--- src/sv/gzip_header_unwrapper_assert.svh ---
// Assertion macros shared by the gzip header unwrapper modules.
// Depends on a clock named clock and a synchronous reset named reset in scope.
`ifndef GZIP_HEADER_UNWRAPPER_ASSERT_SVH
`define GZIP_HEADER_UNWRAPPER_ASSERT_SVH

// Same-cycle implication.
`define GZU_ASSERT_NOW(label, ante, cons) \
   label: assert property (@(posedge clock) disable iff (reset) (ante) |-> (cons)) \
      else $error("gzu assertion failed");

// Next-cycle implication.
`define GZU_ASSERT_NEXT(label, ante, cons) \
   label: assert property (@(posedge clock) disable iff (reset) (ante) |=> (cons)) \
      else $error("gzu assertion failed");

`endif

--- src/sv/gzu_pkg.sv ---
// Types and constants for the gzip header unwrapper.
// No dependencies.
package gzu_pkg;

   typedef enum logic [3:0] {
      PH_ID1      = 4'd0,
      PH_ID2      = 4'd1,
      PH_CM       = 4'd2,
      PH_FLG      = 4'd3,
      PH_FIXED    = 4'd4,
      PH_XLEN_LO  = 4'd5,
      PH_XLEN_HI  = 4'd6,
      PH_EXTRA    = 4'd7,
      PH_NAME     = 4'd8,
      PH_COMMENT  = 4'd9,
      PH_HCRC_LO  = 4'd10,
      PH_HCRC_HI  = 4'd11,
      PH_PAYLOAD  = 4'd12,
      PH_ABSORB   = 4'd13
   } phase_type;

   typedef enum logic [1:0] {
      ST_OK        = 2'd0,
      ST_SHORT     = 2'd1,
      ST_BAD_MAGIC = 2'd2,
      ST_CRC_BAD   = 2'd3
   } status_type;

   typedef struct packed {
      status_type  status;
      logic [31:0] payload_offset;
      logic [31:0] payload_length;
   } result_type;

   localparam logic [7:0]  MAGIC_ID1     = 8'h1f;
   localparam logic [7:0]  MAGIC_ID2     = 8'h8b;
   localparam logic [7:0]  METHOD_DEFL   = 8'h08;
   localparam logic [15:0] FIXED_BYTES   = 16'd6;
   localparam int          MIN_MEMBER    = 10;
   localparam int          TRAILER_BYTES = 8;
   localparam logic [31:0] CRC_POLY      = 32'hEDB88320;
   localparam logic [31:0] CRC_PRESET    = 32'hFFFFFFFF;

   localparam int FL_HCRC    = 1;
   localparam int FL_EXTRA   = 2;
   localparam int FL_NAME    = 3;
   localparam int FL_COMMENT = 4;

endpackage

--- src/sv/gzu_crc_byte.sv ---
// Bytewise CRC-32 update, reflected polynomial, one byte per cycle.
// Depends on gzu_pkg.
module gzu_crc_byte import gzu_pkg::*; (
   input  logic [31:0] crc_in,
   input  logic [7:0]  data_byte,
   output logic [31:0] crc_out
);

   always_comb begin
      logic [31:0] c;
      c = crc_in ^ {24'd0, data_byte};
      for (int i = 0; i < 8; i++) begin
         c = c[0] ? ((c >> 1) ^ CRC_POLY) : (c >> 1);
      end
      crc_out = c;
   end

endmodule

--- src/sv/gzu_parser.sv ---
// Header phase machine, counters, header CRC check and result formation.
// Depends on gzu_pkg, gzu_crc_byte and gzip_header_unwrapper_assert.svh.
`include "gzip_header_unwrapper_assert.svh"
module gzu_parser import gzu_pkg::*; #(
   parameter int LENGTH_BITS = 32
) (
   input  logic       clock,
   input  logic       reset,
   input  logic       step,
   input  logic [7:0] data_byte,
   input  logic       last_byte,
   output result_type result
);

   phase_type              phase_ff, phase_in;
   logic [4:0]             flags_ff, flags_in;
   logic [LENGTH_BITS-1:0] count_ff, count_in;
   logic [15:0]            skip_ff, skip_in;
   logic [31:0]            crc_ff, crc_in;
   logic [7:0]             stored_ff, stored_in;
   logic [LENGTH_BITS-1:0] hend_ff, hend_in;
   status_type             err_ff, err_in;

   logic [31:0]            crc_upd;
   logic [LENGTH_BITS-1:0] total;
   logic [LENGTH_BITS-1:0] after_hdr;
   logic [LENGTH_BITS:0]   after_trl;
   logic [LENGTH_BITS+31:0] off_wide;
   logic [LENGTH_BITS+31:0] len_wide;

   gzu_crc_byte u_crc (
      .crc_in    (crc_ff),
      .data_byte (data_byte),
      .crc_out   (crc_upd)
   );

   function automatic phase_type skip_absent(phase_type stage, logic [4:0] flags);
      phase_type s;
      s = stage;
      if (s == PH_XLEN_LO && !flags[FL_EXTRA])   s = PH_NAME;
      if (s == PH_NAME    && !flags[FL_NAME])    s = PH_COMMENT;
      if (s == PH_COMMENT && !flags[FL_COMMENT]) s = PH_HCRC_LO;
      if (s == PH_HCRC_LO && !flags[FL_HCRC])    s = PH_PAYLOAD;
      return s;
   endfunction

   assign total = (count_ff == {LENGTH_BITS{1'b1}}) ? count_ff
                                                    : count_ff + {{(LENGTH_BITS-1){1'b0}}, 1'b1};

   // next state
   always_comb begin
      phase_in  = phase_ff;
      flags_in  = flags_ff;
      count_in  = total;
      skip_in   = skip_ff;
      stored_in = stored_ff;
      hend_in   = hend_ff;
      err_in    = err_ff;
      crc_in    = (phase_ff < PH_HCRC_LO) ? crc_upd : crc_ff;
      case (phase_ff)
         PH_ID1: begin
            if (data_byte != MAGIC_ID1) err_in = ST_BAD_MAGIC;
            phase_in = PH_ID2;
         end
         PH_ID2: begin
            if (data_byte != MAGIC_ID2) err_in = ST_BAD_MAGIC;
            phase_in = PH_CM;
         end
         PH_CM: begin
            if (data_byte != METHOD_DEFL) err_in = ST_BAD_MAGIC;
            phase_in = (err_in != ST_OK) ? PH_ABSORB : PH_FLG;
         end
         PH_FLG: begin
            flags_in = data_byte[4:0];
            skip_in  = FIXED_BYTES;
            phase_in = PH_FIXED;
         end
         PH_FIXED: begin
            skip_in = skip_ff - 16'd1;
            if (skip_in == 16'd0) phase_in = skip_absent(PH_XLEN_LO, flags_ff);
         end
         PH_XLEN_LO: begin
            skip_in  = {8'd0, data_byte};
            phase_in = PH_XLEN_HI;
         end
         PH_XLEN_HI: begin
            skip_in = {data_byte, skip_ff[7:0]};
            if (skip_in == 16'd0) phase_in = skip_absent(PH_NAME, flags_ff);
            else                  phase_in = PH_EXTRA;
         end
         PH_EXTRA: begin
            skip_in = skip_ff - 16'd1;
            if (skip_in == 16'd0) phase_in = skip_absent(PH_NAME, flags_ff);
         end
         PH_NAME: begin
            if (data_byte == 8'd0) phase_in = skip_absent(PH_COMMENT, flags_ff);
         end
         PH_COMMENT: begin
            if (data_byte == 8'd0) phase_in = skip_absent(PH_HCRC_LO, flags_ff);
         end
         PH_HCRC_LO: begin
            stored_in = data_byte;
            phase_in  = PH_HCRC_HI;
         end
         PH_HCRC_HI: begin
            if ({data_byte, stored_ff} != ~crc_ff[15:0]) begin
               err_in   = ST_CRC_BAD;
               phase_in = PH_ABSORB;
            end else begin
               phase_in = PH_PAYLOAD;
            end
         end
         default: begin
         end
      endcase
      if (phase_in == PH_PAYLOAD && phase_ff != PH_PAYLOAD) hend_in = total;
   end

   // result
   assign after_hdr = total - hend_in;
   assign after_trl = {1'b0, after_hdr} - (LENGTH_BITS+1)'(TRAILER_BYTES);
   assign off_wide  = {32'd0, hend_in};
   assign len_wide  = {32'd0, after_trl[LENGTH_BITS-1:0]};

   always_comb begin
      result.status         = ST_OK;
      result.payload_offset = 32'd0;
      result.payload_length = 32'd0;
      if (total < LENGTH_BITS'(MIN_MEMBER)) begin
         result.status = ST_SHORT;
      end else if (err_in != ST_OK) begin
         result.status = err_in;
      end else if (phase_in != PH_PAYLOAD) begin
         result.status = ST_SHORT;
      end else if (after_trl[LENGTH_BITS]) begin
         result.status = ST_SHORT;
      end else begin
         result.payload_offset = off_wide[31:0];
         result.payload_length = len_wide[31:0];
      end
   end

   always_ff @(posedge clock) begin
      if (reset || (step && last_byte)) begin
         phase_ff  <= PH_ID1;
         flags_ff  <= 5'd0;
         count_ff  <= '0;
         skip_ff   <= 16'd0;
         crc_ff    <= CRC_PRESET;
         stored_ff <= 8'd0;
         hend_ff   <= '0;
         err_ff    <= ST_OK;
      end else if (step) begin
         phase_ff  <= phase_in;
         flags_ff  <= flags_in;
         count_ff  <= count_in;
         skip_ff   <= skip_in;
         crc_ff    <= crc_in;
         stored_ff <= stored_in;
         hend_ff   <= hend_in;
         err_ff    <= err_in;
      end
   end

   `GZU_ASSERT_NEXT(a_restart_after_last, step && last_byte, phase_ff == PH_ID1 && count_ff == '0)
   `GZU_ASSERT_NOW(a_absorb_has_error, phase_ff == PH_ABSORB, err_ff != ST_OK)
   `GZU_ASSERT_NOW(a_payload_after_header, phase_ff == PH_PAYLOAD, hend_ff <= count_ff)

endmodule

--- src/sv/gzip_header_unwrapper.sv ---
// Unwraps a gzip member header: one byte is taken per cycle into an input register while
// req_ready is high, the parser steps its phase, counters and CRC-32 on the byte held there,
// and on the byte marked last a result with status, payload offset and payload length is
// loaded into the output register. A new byte is accepted every clock unless a last byte is
// held waiting for the output register. Bytes that are not last flow through even while a
// result waits to be taken; a last byte waits in the input register until the output
// register is free.
// Depends on gzu_pkg, gzu_parser and gzip_header_unwrapper_assert.svh.
`include "gzip_header_unwrapper_assert.svh"
module gzip_header_unwrapper import gzu_pkg::*; #(
   parameter int LENGTH_BITS = 32
) (
   input  logic        clock,
   input  logic        reset,
   input  logic        req_valid,
   output logic        req_ready,
   input  logic [7:0]  req_data_byte,
   input  logic        req_last_byte,
   output logic        rsp_valid,
   input  logic        rsp_ready,
   output logic [1:0]  rsp_status,
   output logic [31:0] rsp_payload_offset,
   output logic [31:0] rsp_payload_length
);

   logic       s1_valid_ff, s1_valid_in;
   logic [7:0] s1_data_ff, s1_data_in;
   logic       s1_last_ff, s1_last_in;
   logic       rsp_valid_ff, rsp_valid_in;
   result_type rsp_ff, rsp_in;
   result_type result;
   logic       s1_step;

   assign s1_step   = s1_valid_ff && (!s1_last_ff || !rsp_valid_ff || rsp_ready);
   assign req_ready = !s1_valid_ff || s1_step;

   gzu_parser #(
      .LENGTH_BITS (LENGTH_BITS)
   ) u_parser (
      .clock     (clock),
      .reset     (reset),
      .step      (s1_step),
      .data_byte (s1_data_ff),
      .last_byte (s1_last_ff),
      .result    (result)
   );

   always_comb begin
      s1_valid_in = s1_valid_ff;
      s1_data_in  = s1_data_ff;
      s1_last_in  = s1_last_ff;
      if (req_ready) begin
         s1_valid_in = req_valid;
         s1_data_in  = req_data_byte;
         s1_last_in  = req_last_byte;
      end
      rsp_valid_in = rsp_valid_ff && !rsp_ready;
      rsp_in       = rsp_ff;
      if (s1_step && s1_last_ff) begin
         rsp_valid_in = 1'b1;
         rsp_in       = result;
      end
   end

   always_ff @(posedge clock) begin
      if (reset) begin
         s1_valid_ff  <= 1'b0;
         rsp_valid_ff <= 1'b0;
      end else begin
         s1_valid_ff  <= s1_valid_in;
         rsp_valid_ff <= rsp_valid_in;
      end
   end

   always_ff @(posedge clock) begin
      s1_data_ff <= s1_data_in;
      s1_last_ff <= s1_last_in;
      rsp_ff     <= rsp_in;
   end

   assign rsp_valid          = rsp_valid_ff;
   assign rsp_status         = rsp_ff.status;
   assign rsp_payload_offset = rsp_ff.payload_offset;
   assign rsp_payload_length = rsp_ff.payload_length;

   `GZU_ASSERT_NOW(a_stall_only_on_held_last, !req_ready, s1_valid_ff && s1_last_ff && rsp_valid_ff)
   `GZU_ASSERT_NOW(a_error_fields_zero, rsp_valid_ff && rsp_ff.status != ST_OK, rsp_ff.payload_offset == 32'd0 && rsp_ff.payload_length == 32'd0)
   `GZU_ASSERT_NEXT(a_last_loads_result, s1_step && s1_last_ff, rsp_valid_ff)

endmodule

--- config.mk ---
export PLATFORM = sky130hd
export DESIGN_NAME = gzip_header_unwrapper
export DESIGN_NICKNAME = d
export VERILOG_FILES = /design/src/sv/gzu_pkg.sv /design/src/sv/gzu_crc_byte.sv /design/src/sv/gzu_parser.sv /design/src/sv/gzip_header_unwrapper.sv
export VERILOG_INCLUDE_DIRS = /design/src /design/src/sv
export SDC_FILE = /design/constraint.sdc
export NUM_CORES = 1
export LEC_CHECK = 0
export BUFFER_PORTS_ARGS = -buffer_cell sky130_fd_sc_hd__buf_2
export CAP_MARGIN = 10
export CORE_MARGIN = 2
export CORE_UTILIZATION = 45
export DETAILED_ROUTE_END_ITERATION = 7
export RECOVER_POWER = 100
export SLEW_MARGIN = 20
export SYNTH_ARGS = -nofsm -noshare
export SYNTH_HDL_FRONTEND = slang
export SYNTH_HIERARCHICAL = 1
export SYNTH_SLANG_ARGS = --single-unit
--- constraint.sdc ---
create_clock -name clock -period 9.9 [get_ports clock]
set_clock_uncertainty 0.1 [all_clocks]
set_input_delay 0.99 -clock clock [delete_from_list [all_inputs] [get_ports clock]]
set_output_delay 0.99 -clock clock [all_outputs]
set_load 0.01 [all_outputs]
### Yosys cells after proc, flatten, opt, wreduce, memory -nomap -nowiden

Cells that the tools add are included.

| word-level totals | value |
|---|---|
| memory bits (read-only) | 0 |
| bits in registers | 208 |
| input bits | 13 |
| logic and storage cells | 155 |
| output and inout bits | 68 |
| memories | 0 |
| latch bits | 0 |
| RAM bits | 0 |

| cells by class | value |
|---|---|
| muxes and demuxes | 57 |
| divide/modulo/power cells | 0 |
| bitwise gates (word level) | 11 |
| $lt $le $gt $ge | 2 |
| add/subtract/negate cells | 4 |
| reductions and logical operators | 38 |
| equality and inequality tests | 27 |
| shifts and indexed selects | 0 |
| multiply operators | 0 |

Operator list:

| operator | number |
|---|---|
| two-way mux 32 bit | 10 |
| two-way mux 4 bit | 31 |
| NOT 13 -> 14 bit | 8 |
| one-hot mux 16 bit (4 select lines) | 1 |
| == test 4 bit (second input constant) | 13 |
| one-hot mux 4 bit (12 select lines) | 1 |
| subtractor 32 x 4 -> 33 bit (second input constant) | 1 |
| adder 32 x 1 -> 32 bit (second input constant) | 1 |
| == test 32 bit (second input constant) | 1 |
| logical NOT 16 bit | 2 |
| less-than comparator 32 x 4 -> 1 bit (second input constant) | 1 |
| subtractor 32 bit | 1 |
| XOR 32 x 8 -> 32 bit | 1 |
| == test 4 x 3 -> 1 bit (second input constant) | 4 |
| two-way mux 2 bit | 8 |
| inequality test 16 bit | 1 |
| NOT 16 bit | 1 |
| subtractor 16 x 1 -> 16 bit (second input constant) | 1 |
| logical AND 1 bit | 12 |
| == test 4 x 2 -> 1 bit (second input constant) | 2 |
| logical NOT 8 bit | 1 |
| inequality test 4 bit (second input constant) | 2 |
| inequality test 8 x 4 -> 1 bit (second input constant) | 1 |
| inequality test 8 x 5 -> 1 bit (second input constant) | 1 |
| other kinds (17) | 33 |

### Depth between registers and ports, before layout

| depth | value |
|---|---|
| depth after elaboration | 27 |
| gate-level depth with buffers | 33 |

### Hierarchy

Netlist, hierarchy kept.

Modules (own cells, without submodules):

| module | area an instance (µm²) | seq. area each (µm²) | cells an instance | instances |
|---|---|---|---|---|
| gzu_parser | 11468.5 | 2602.5 | 1607 | 1 |
| gzip_header_unwrapper | 2361.0 | 2292.2 | 86 | 1 |
| gzu_crc_byte | 817.0 | 0.0 | 73 | 1 |

### Least setup slack after synthesis

OpenSTA, ideal clock, no wires.

| path | value |
|---|---|
| kind | register -> register |
| start point | reg s1_data_ff[4] |
| end point | reg rsp_ff (netlist bit rsp_payload_offset[1]), data pin |
| setup slack | 2.600 ns |
| clock period less this slack | 7.300 ns |
| arrival time | 6.926 ns |
| required time | 9.525 ns |
| library setup time | 0.275 ns |
| path buffers | 9 |
| stages on the path, launching flop included | 32 |
| cells stage by stage | edfxtp_1 -> clkbuf_1 -> nor4_2 -> nand4_1 -> and3_1 -> o41ai_1 -> nor4b_2 -> or2_1 -> buf_2 -> nand3_2 -> buf_2 -> buf_2 -> buf_1 -> buf_1 -> a21oi_1 -> inv_1 -> ha_1 -> clkbuf_1 -> clkinv_1 -> ha_1 -> buf_2 -> inv_1 -> nand2_1 -> a311oi_2 -> a211oi_2 -> a311o_1 -> and3_1 -> nor4_4 -> nand4b_2 -> o31ai_4 -> buf_6 -> a211oi_1 |

| on the way | value |
|---|---|
| cells in the longest elaborated chain, start to end | 12 |
| elaborated cells between the ends (all ways) | 27 |
| classes of those cells | add/sub: 2; eq/ne: 6; mux: 13; reduce/logical: 6 |

RTL lines:

| item | RTL line | source |
|---|---|---|
| start: declaration | gzip_header_unwrapper.sv:27 | `logic [7:0] s1_data_ff, s1_data_in;` |
| start signal: assignment | gzip_header_unwrapper.sv:76 | `s1_data_ff <= s1_data_in;` |
| inequality test 8 x 4 -> 1 bit | gzu_parser.sv:70 | `if (data_byte != METHOD_DEFL) err_in = ST_BAD_MAGIC;` |
| two-way mux 2 bit | gzu_parser.sv:70 |  |
| two-way mux 2 bit | gzu_parser.sv:60 | `case (phase_ff)` |
| nonzero test 2 bit | gzu_parser.sv:71 | `phase_in = (err_in != ST_OK) ? PH_ABSORB : PH_FLG;` |
| two-way mux 4 bit | gzu_parser.sv:71 |  |
| one-hot mux 4 bit (12 select lines) (*) | gzu_parser.sv:60 |  |
| == test 4 bit (*) | gzu_parser.sv:116 | `if (phase_in == PH_PAYLOAD && phase_ff != PH_PAYLOAD) hend_in = total;` |
| logical AND 1 bit (*) | gzu_parser.sv:116 |  |
| two-way mux 32 bit (*) | gzu_parser.sv:116 |  |
| via u_parser.hend_in[0] | gzu_parser.sv:21 | `logic [LENGTH_BITS-1:0] hend_ff, hend_in;` |
| subtractor 32 bit (*) | gzu_parser.sv:120 | `assign after_hdr = total - hend_in;` |
| subtractor 32 x 4 -> 33 bit (*) | gzu_parser.sv:121 | `assign after_trl = {1'b0, after_hdr} - (LENGTH_BITS+1)'(TRAILER_BYTES);` |
| OR reduction 4 bit (no line) (*) | - |  |
| end signal: assignment | gzip_header_unwrapper.sv:78 | `rsp_ff <= rsp_in;` |
| end: declaration | gzip_header_unwrapper.sv:30 | `result_type rsp_ff, rsp_in;` |

Mark *: on every way through the listed nets, which the timed path passes. The rest lies on a longest branch. The select of a mux whose other input is x is not followed.
A chain may end at the register's enable or synchronous reset.

### Worst setup path in the final report

| path | value |
|---|---|
| start point | reg u_parser.phase_ff[1] |
| end point | reg rsp_ff (netlist bit rsp_payload_offset[4]), data pin |

| on the way | value |
|---|---|
| cells in the longest elaborated chain, start to end | 8 |
| elaborated cells between the ends (all ways) | 27 |
| classes of those cells | add/sub: 2; eq/ne: 14; mux: 7; reduce/logical: 4 |

RTL lines:

| item | RTL line | source |
|---|---|---|
| start: declaration | gzu_parser.sv:15 | `phase_type phase_ff, phase_in;` |
| start signal: assignment | gzu_parser.sv:154 | `phase_ff <= phase_in;` |
| == test 4 bit (tied with other cells) | gzu_parser.sv:60 |  |
| one-hot mux 4 bit (12 select lines) | gzu_parser.sv:60 |  |
| == test 4 bit | gzu_parser.sv:116 |  |
| logical AND 1 bit (*) | gzu_parser.sv:116 |  |
| two-way mux 32 bit (*) | gzu_parser.sv:116 |  |
| via u_parser.hend_in[0] | gzu_parser.sv:21 |  |
| subtractor 32 bit (*) | gzu_parser.sv:120 |  |
| subtractor 32 x 4 -> 33 bit (*) | gzu_parser.sv:121 |  |
| OR reduction 4 bit (no line) (*) | - |  |

Mark *: on every way through the listed nets, which the timed path passes. The rest lies on a longest branch.

==> results_dict.tcl <==
set metrics [dict create \
    status "finished, violations left" \
    violations "max-capacitance violations, max-slew violations" \
    dieArea_um2 34000 \
    peakVddDrop_uv 158 \
    cpPeakStageDelay_ns 0.90 \
    vias 13200 \
    relSlewSlack_pct -125 \
    path_common_cell "inv_1" \
    yosysTopAreaCellShare_pct 18.0 \
    async_reset_ff_share_pct 0 \
    drt_iter0_markers 1375 \
    synth_fp_nets 1805 \
    postSynthCellCount 1766 \
    max_cap_violations 4 \
    ant_nets 0 \
    setup_viol 0 \
    path_max_fanout 40 \
    fin_crit_ns 9.14 \
    finalHoldViolations 0 \
    io_pins 81 \
    port_buffers 80 \
    crit_required_ns 10.05 \
    synth_compound_area_share_pct 17.4 \
    antenna_found_initial 0 \
    cp-startpoint "u_parser/phase_ff[1]" \
    start_util_pct 45.4 \
    cts_made_buffers 26 \
    cts_max_level 1 \
    wl_met2_um 18000 \
    yosys.area_share.adder_pct 2.70 \
    cts_root_buffer "clkbuf_16" \
    overflow 0 \
    core_area_um2 32300 \
    met3_length_um 2910 \
    clockBufferDepth 3 \
    drc 0 \
    final.setup.worst_slack_ns 0.764 \
    rsz0062_at_grt "false" \
    worst_pin_slew_ns 3.37 \
    leakage_nw 5.98 \
    power_density_nw_per_um2 157 \
    fp.dieH_um 184 \
    cp_data_arrival_time_ns 9.29 \
    dp_slack_ns 1.05 \
    dp_hpwl_um 31100 \
    place.gp.congestion 0.951 \
    drt-total-wl_um 42500 \
    n_antenna_cell 0 \
    fp-row-count 66 \
    timing.fmax_mhz 109 \
    grt_pass1_wl_um 67300 \
    post_drt_wl_per_cell_um 19.0 \
    hold_buffers 0 \
    grt_pass1_vias 12000 \
    clk_latency_ns 0.55 \
    drtPass1Iterations 6 \
    layout.nets 1817 \
    critPathKind "flop to flop" \
    synth.distinct_cells 111 \
    drv_slew 237 \
    ys_seq_area_share_pct 33.4 \
    die_w_um 184 \
    synth_xor_area_share_pct 13.1 \
    crit_family "compound AO/OA/AOI/OAI gates" \
    cts_setup_buffers 0 \
    drive_above_1_share_pct 7.34 \
    avgViaCountPerCell 5.90 \
    critPathBufInv 6 \
    met1_length_um 20500 \
    min_from "u_parser/crc_ff[26]" \
    start_kind "flop" \
    syn_to_final_growth_pct 9.53 \
    yosys.area.top_type "dfxtp_1" \
    grt_usage_pct 24.8 \
    yosys.area_share.simple_pct 27.4 \
    cts_tree "yes" \
    syn_avg_cell_area_um2 8.29 \
    synth_area_um2 14600 \
    slowest_stage "nor4_2" \
    hold_class "flop to flop" \
    crit_chain "inv_1 > nor2_1 > o21ai_0 > o211ai_1 > nand3_2 > buf_4 > a21oi_1 > inv_1 > ha_1 > clkinv_1 > ha_1 > inv_1 > nand3b_1 > a21boi_1 > a31oi_1 > xnor2_1 > nor4_2 > nand4b_2 > o31ai_1 > buf_4 > a211oi_1" \
    ctsResizeCount 0 \
    clkSlewWorstSetupHoldPaths_ns 0.06 \
    highest_layer "met4" \
    synth_top_family_by_area "simple AND/OR/NAND/NOR gates" \
    ys_ff_latch 207 \
    synth_mux_area_share_pct 1.80 \
    synth-edff-count 75 \
    tns_ns 0 \
    r2r-start "u_parser/phase_ff[1]" \
    synth.area.top_cells "dfxtp_1, edfxtp_1, nor2_1" \
    ys_warn_count 6 \
    grt_max_degree 98 \
    fin_crit_sh_pct 92.3 \
    cts.sinks 207 \
    critPathCaptureType "flop" \
    synth_ff_type "dfxtp_1" \
]
## cells by family (layout without fill, tap and decap cells)
| family | count (synthesis) | in the layout |
|---|---|---|
| multiplexers | 26 | 26 |
| AO/OA/AOI/OAI | 366 | 366 |
| adder cells (fa/ha/maj) | 33 | 33 |
| flip-flops | 207 | 207 |
| XOR/XNOR | 195 | 195 |
| AND/OR/NAND/NOR | 794 | 794 |
| buffers and inverters | 145 | 177 |
## per-layer routing
metal  GRT usage, %  up-vias
met5              0        -
met4           6.43        0
met3           3.73       79
met2           36.8      513
met1           37.2     6204
li1               -     6419
## state kept, by name, indices dropped and copies added, names as in the netlist
name and cells:
rsp_payload_length 32, u_parser/hend_ff 32, u_parser/skip_ff 16, u_parser/phase_ff 4, u_parser/stored_ff 8, rsp_payload_offset 32
s1_valid_ff 1, u_parser/flags_ff 4, s1_data_ff 8, u_parser/crc_ff 32, s1_last_ff 1, u_parser/err_ff 2
rsp_valid 1, u_parser/count_ff 32, rsp_status 2
## worst reg2reg max path: cells and delay by family (launching register included)
family / cells / cell delay [ns]
compound gates: 7 / 2.75
simple gates: 5 / 2.18
buf+inv: 6 / 1.75
flops: 1 / 0.88
fa+ha+maj: 2 / 0.83
xor+xnor: 1 / 0.33
## power by group
part           switching (W)  internal [W]
combinational       0.000311      0.000222
sequential         0.0000307      0.000904
clock               0.000399      0.000649
## synthesized netlist by cell type (25+ instances only)
cell type,instances
a211oi_1,29
a21oi_1,103
and2_1,25
and3_1,25
clkbuf_1,77
dfxtp_1,132
edfxtp_1,75
ha_1,26
inv_1,32
nand2_1,151
nand3_1,82
nand4_1,50
nor2_1,260
nor3_1,46
o21ai_0,49
xnor2_1,101
xor2_1,76
## path summary, 6_finish.rpt
check | to | slack [ns] | cells past startpoint
max | rsp_payload_offset[4] | 0.76 | 21
min reg2reg | u_parser/crc_ff[26] | 0.37 | 2
max reg2reg | rsp_payload_offset[4] | 0.76 | 21
min | u_parser/crc_ff[26] | 0.37 | 2
## cell usage in the layout, fill, tap and decap left out, drive strengths merged, types with 32 or more instances in the layout
| cell type | instances |
|---|---|
| nor2 | 260 |
| nand2 | 151 |
| dfxtp | 132 |
| xnor2 | 108 |
| a21oi | 104 |
| clkbuf | 104 |
| nand3 | 85 |
| xor2 | 79 |
| edfxtp | 75 |
| o21ai | 54 |
| nand4 | 51 |
| nor3 | 49 |
| inv | 37 |
| a211oi | 32 |
## metrics by stage
| step | hold slack (ns) | std cells | power [W] | area, um2 | util (%) |
|---|---|---|---|---|---|
| global placement | 0.358 | 2192 | 0.00148 | 15300 | 47.2 |
| CTS | 0.375 | 2240 | 0.00254 | 16200 | 50.2 |
| detailed placement | 0.364 | 2192 | 0.00148 | 15300 | 47.2 |
| finish | 0.374 | 2240 | 0.00252 | 16000 | 49.7 |
| floorplan | 0.342 | 1766 | 0.00137 | 14600 | - |
| global route | 0.399 | 2240 | 0.00263 | 16000 | 49.7 |
## final cells by class
cell class / count / area [um2]
tap: 442 / 553
clock buffer: 29 / 672
inverter: 35 / 131
multi-input combinational: 1414 / 9110
fill: 3180 / 16200
timing repair buffer: 94 / 404
sequential: 207 / 4890
clock inverter: 19 / 274
(Power assumes the default switching activity.)
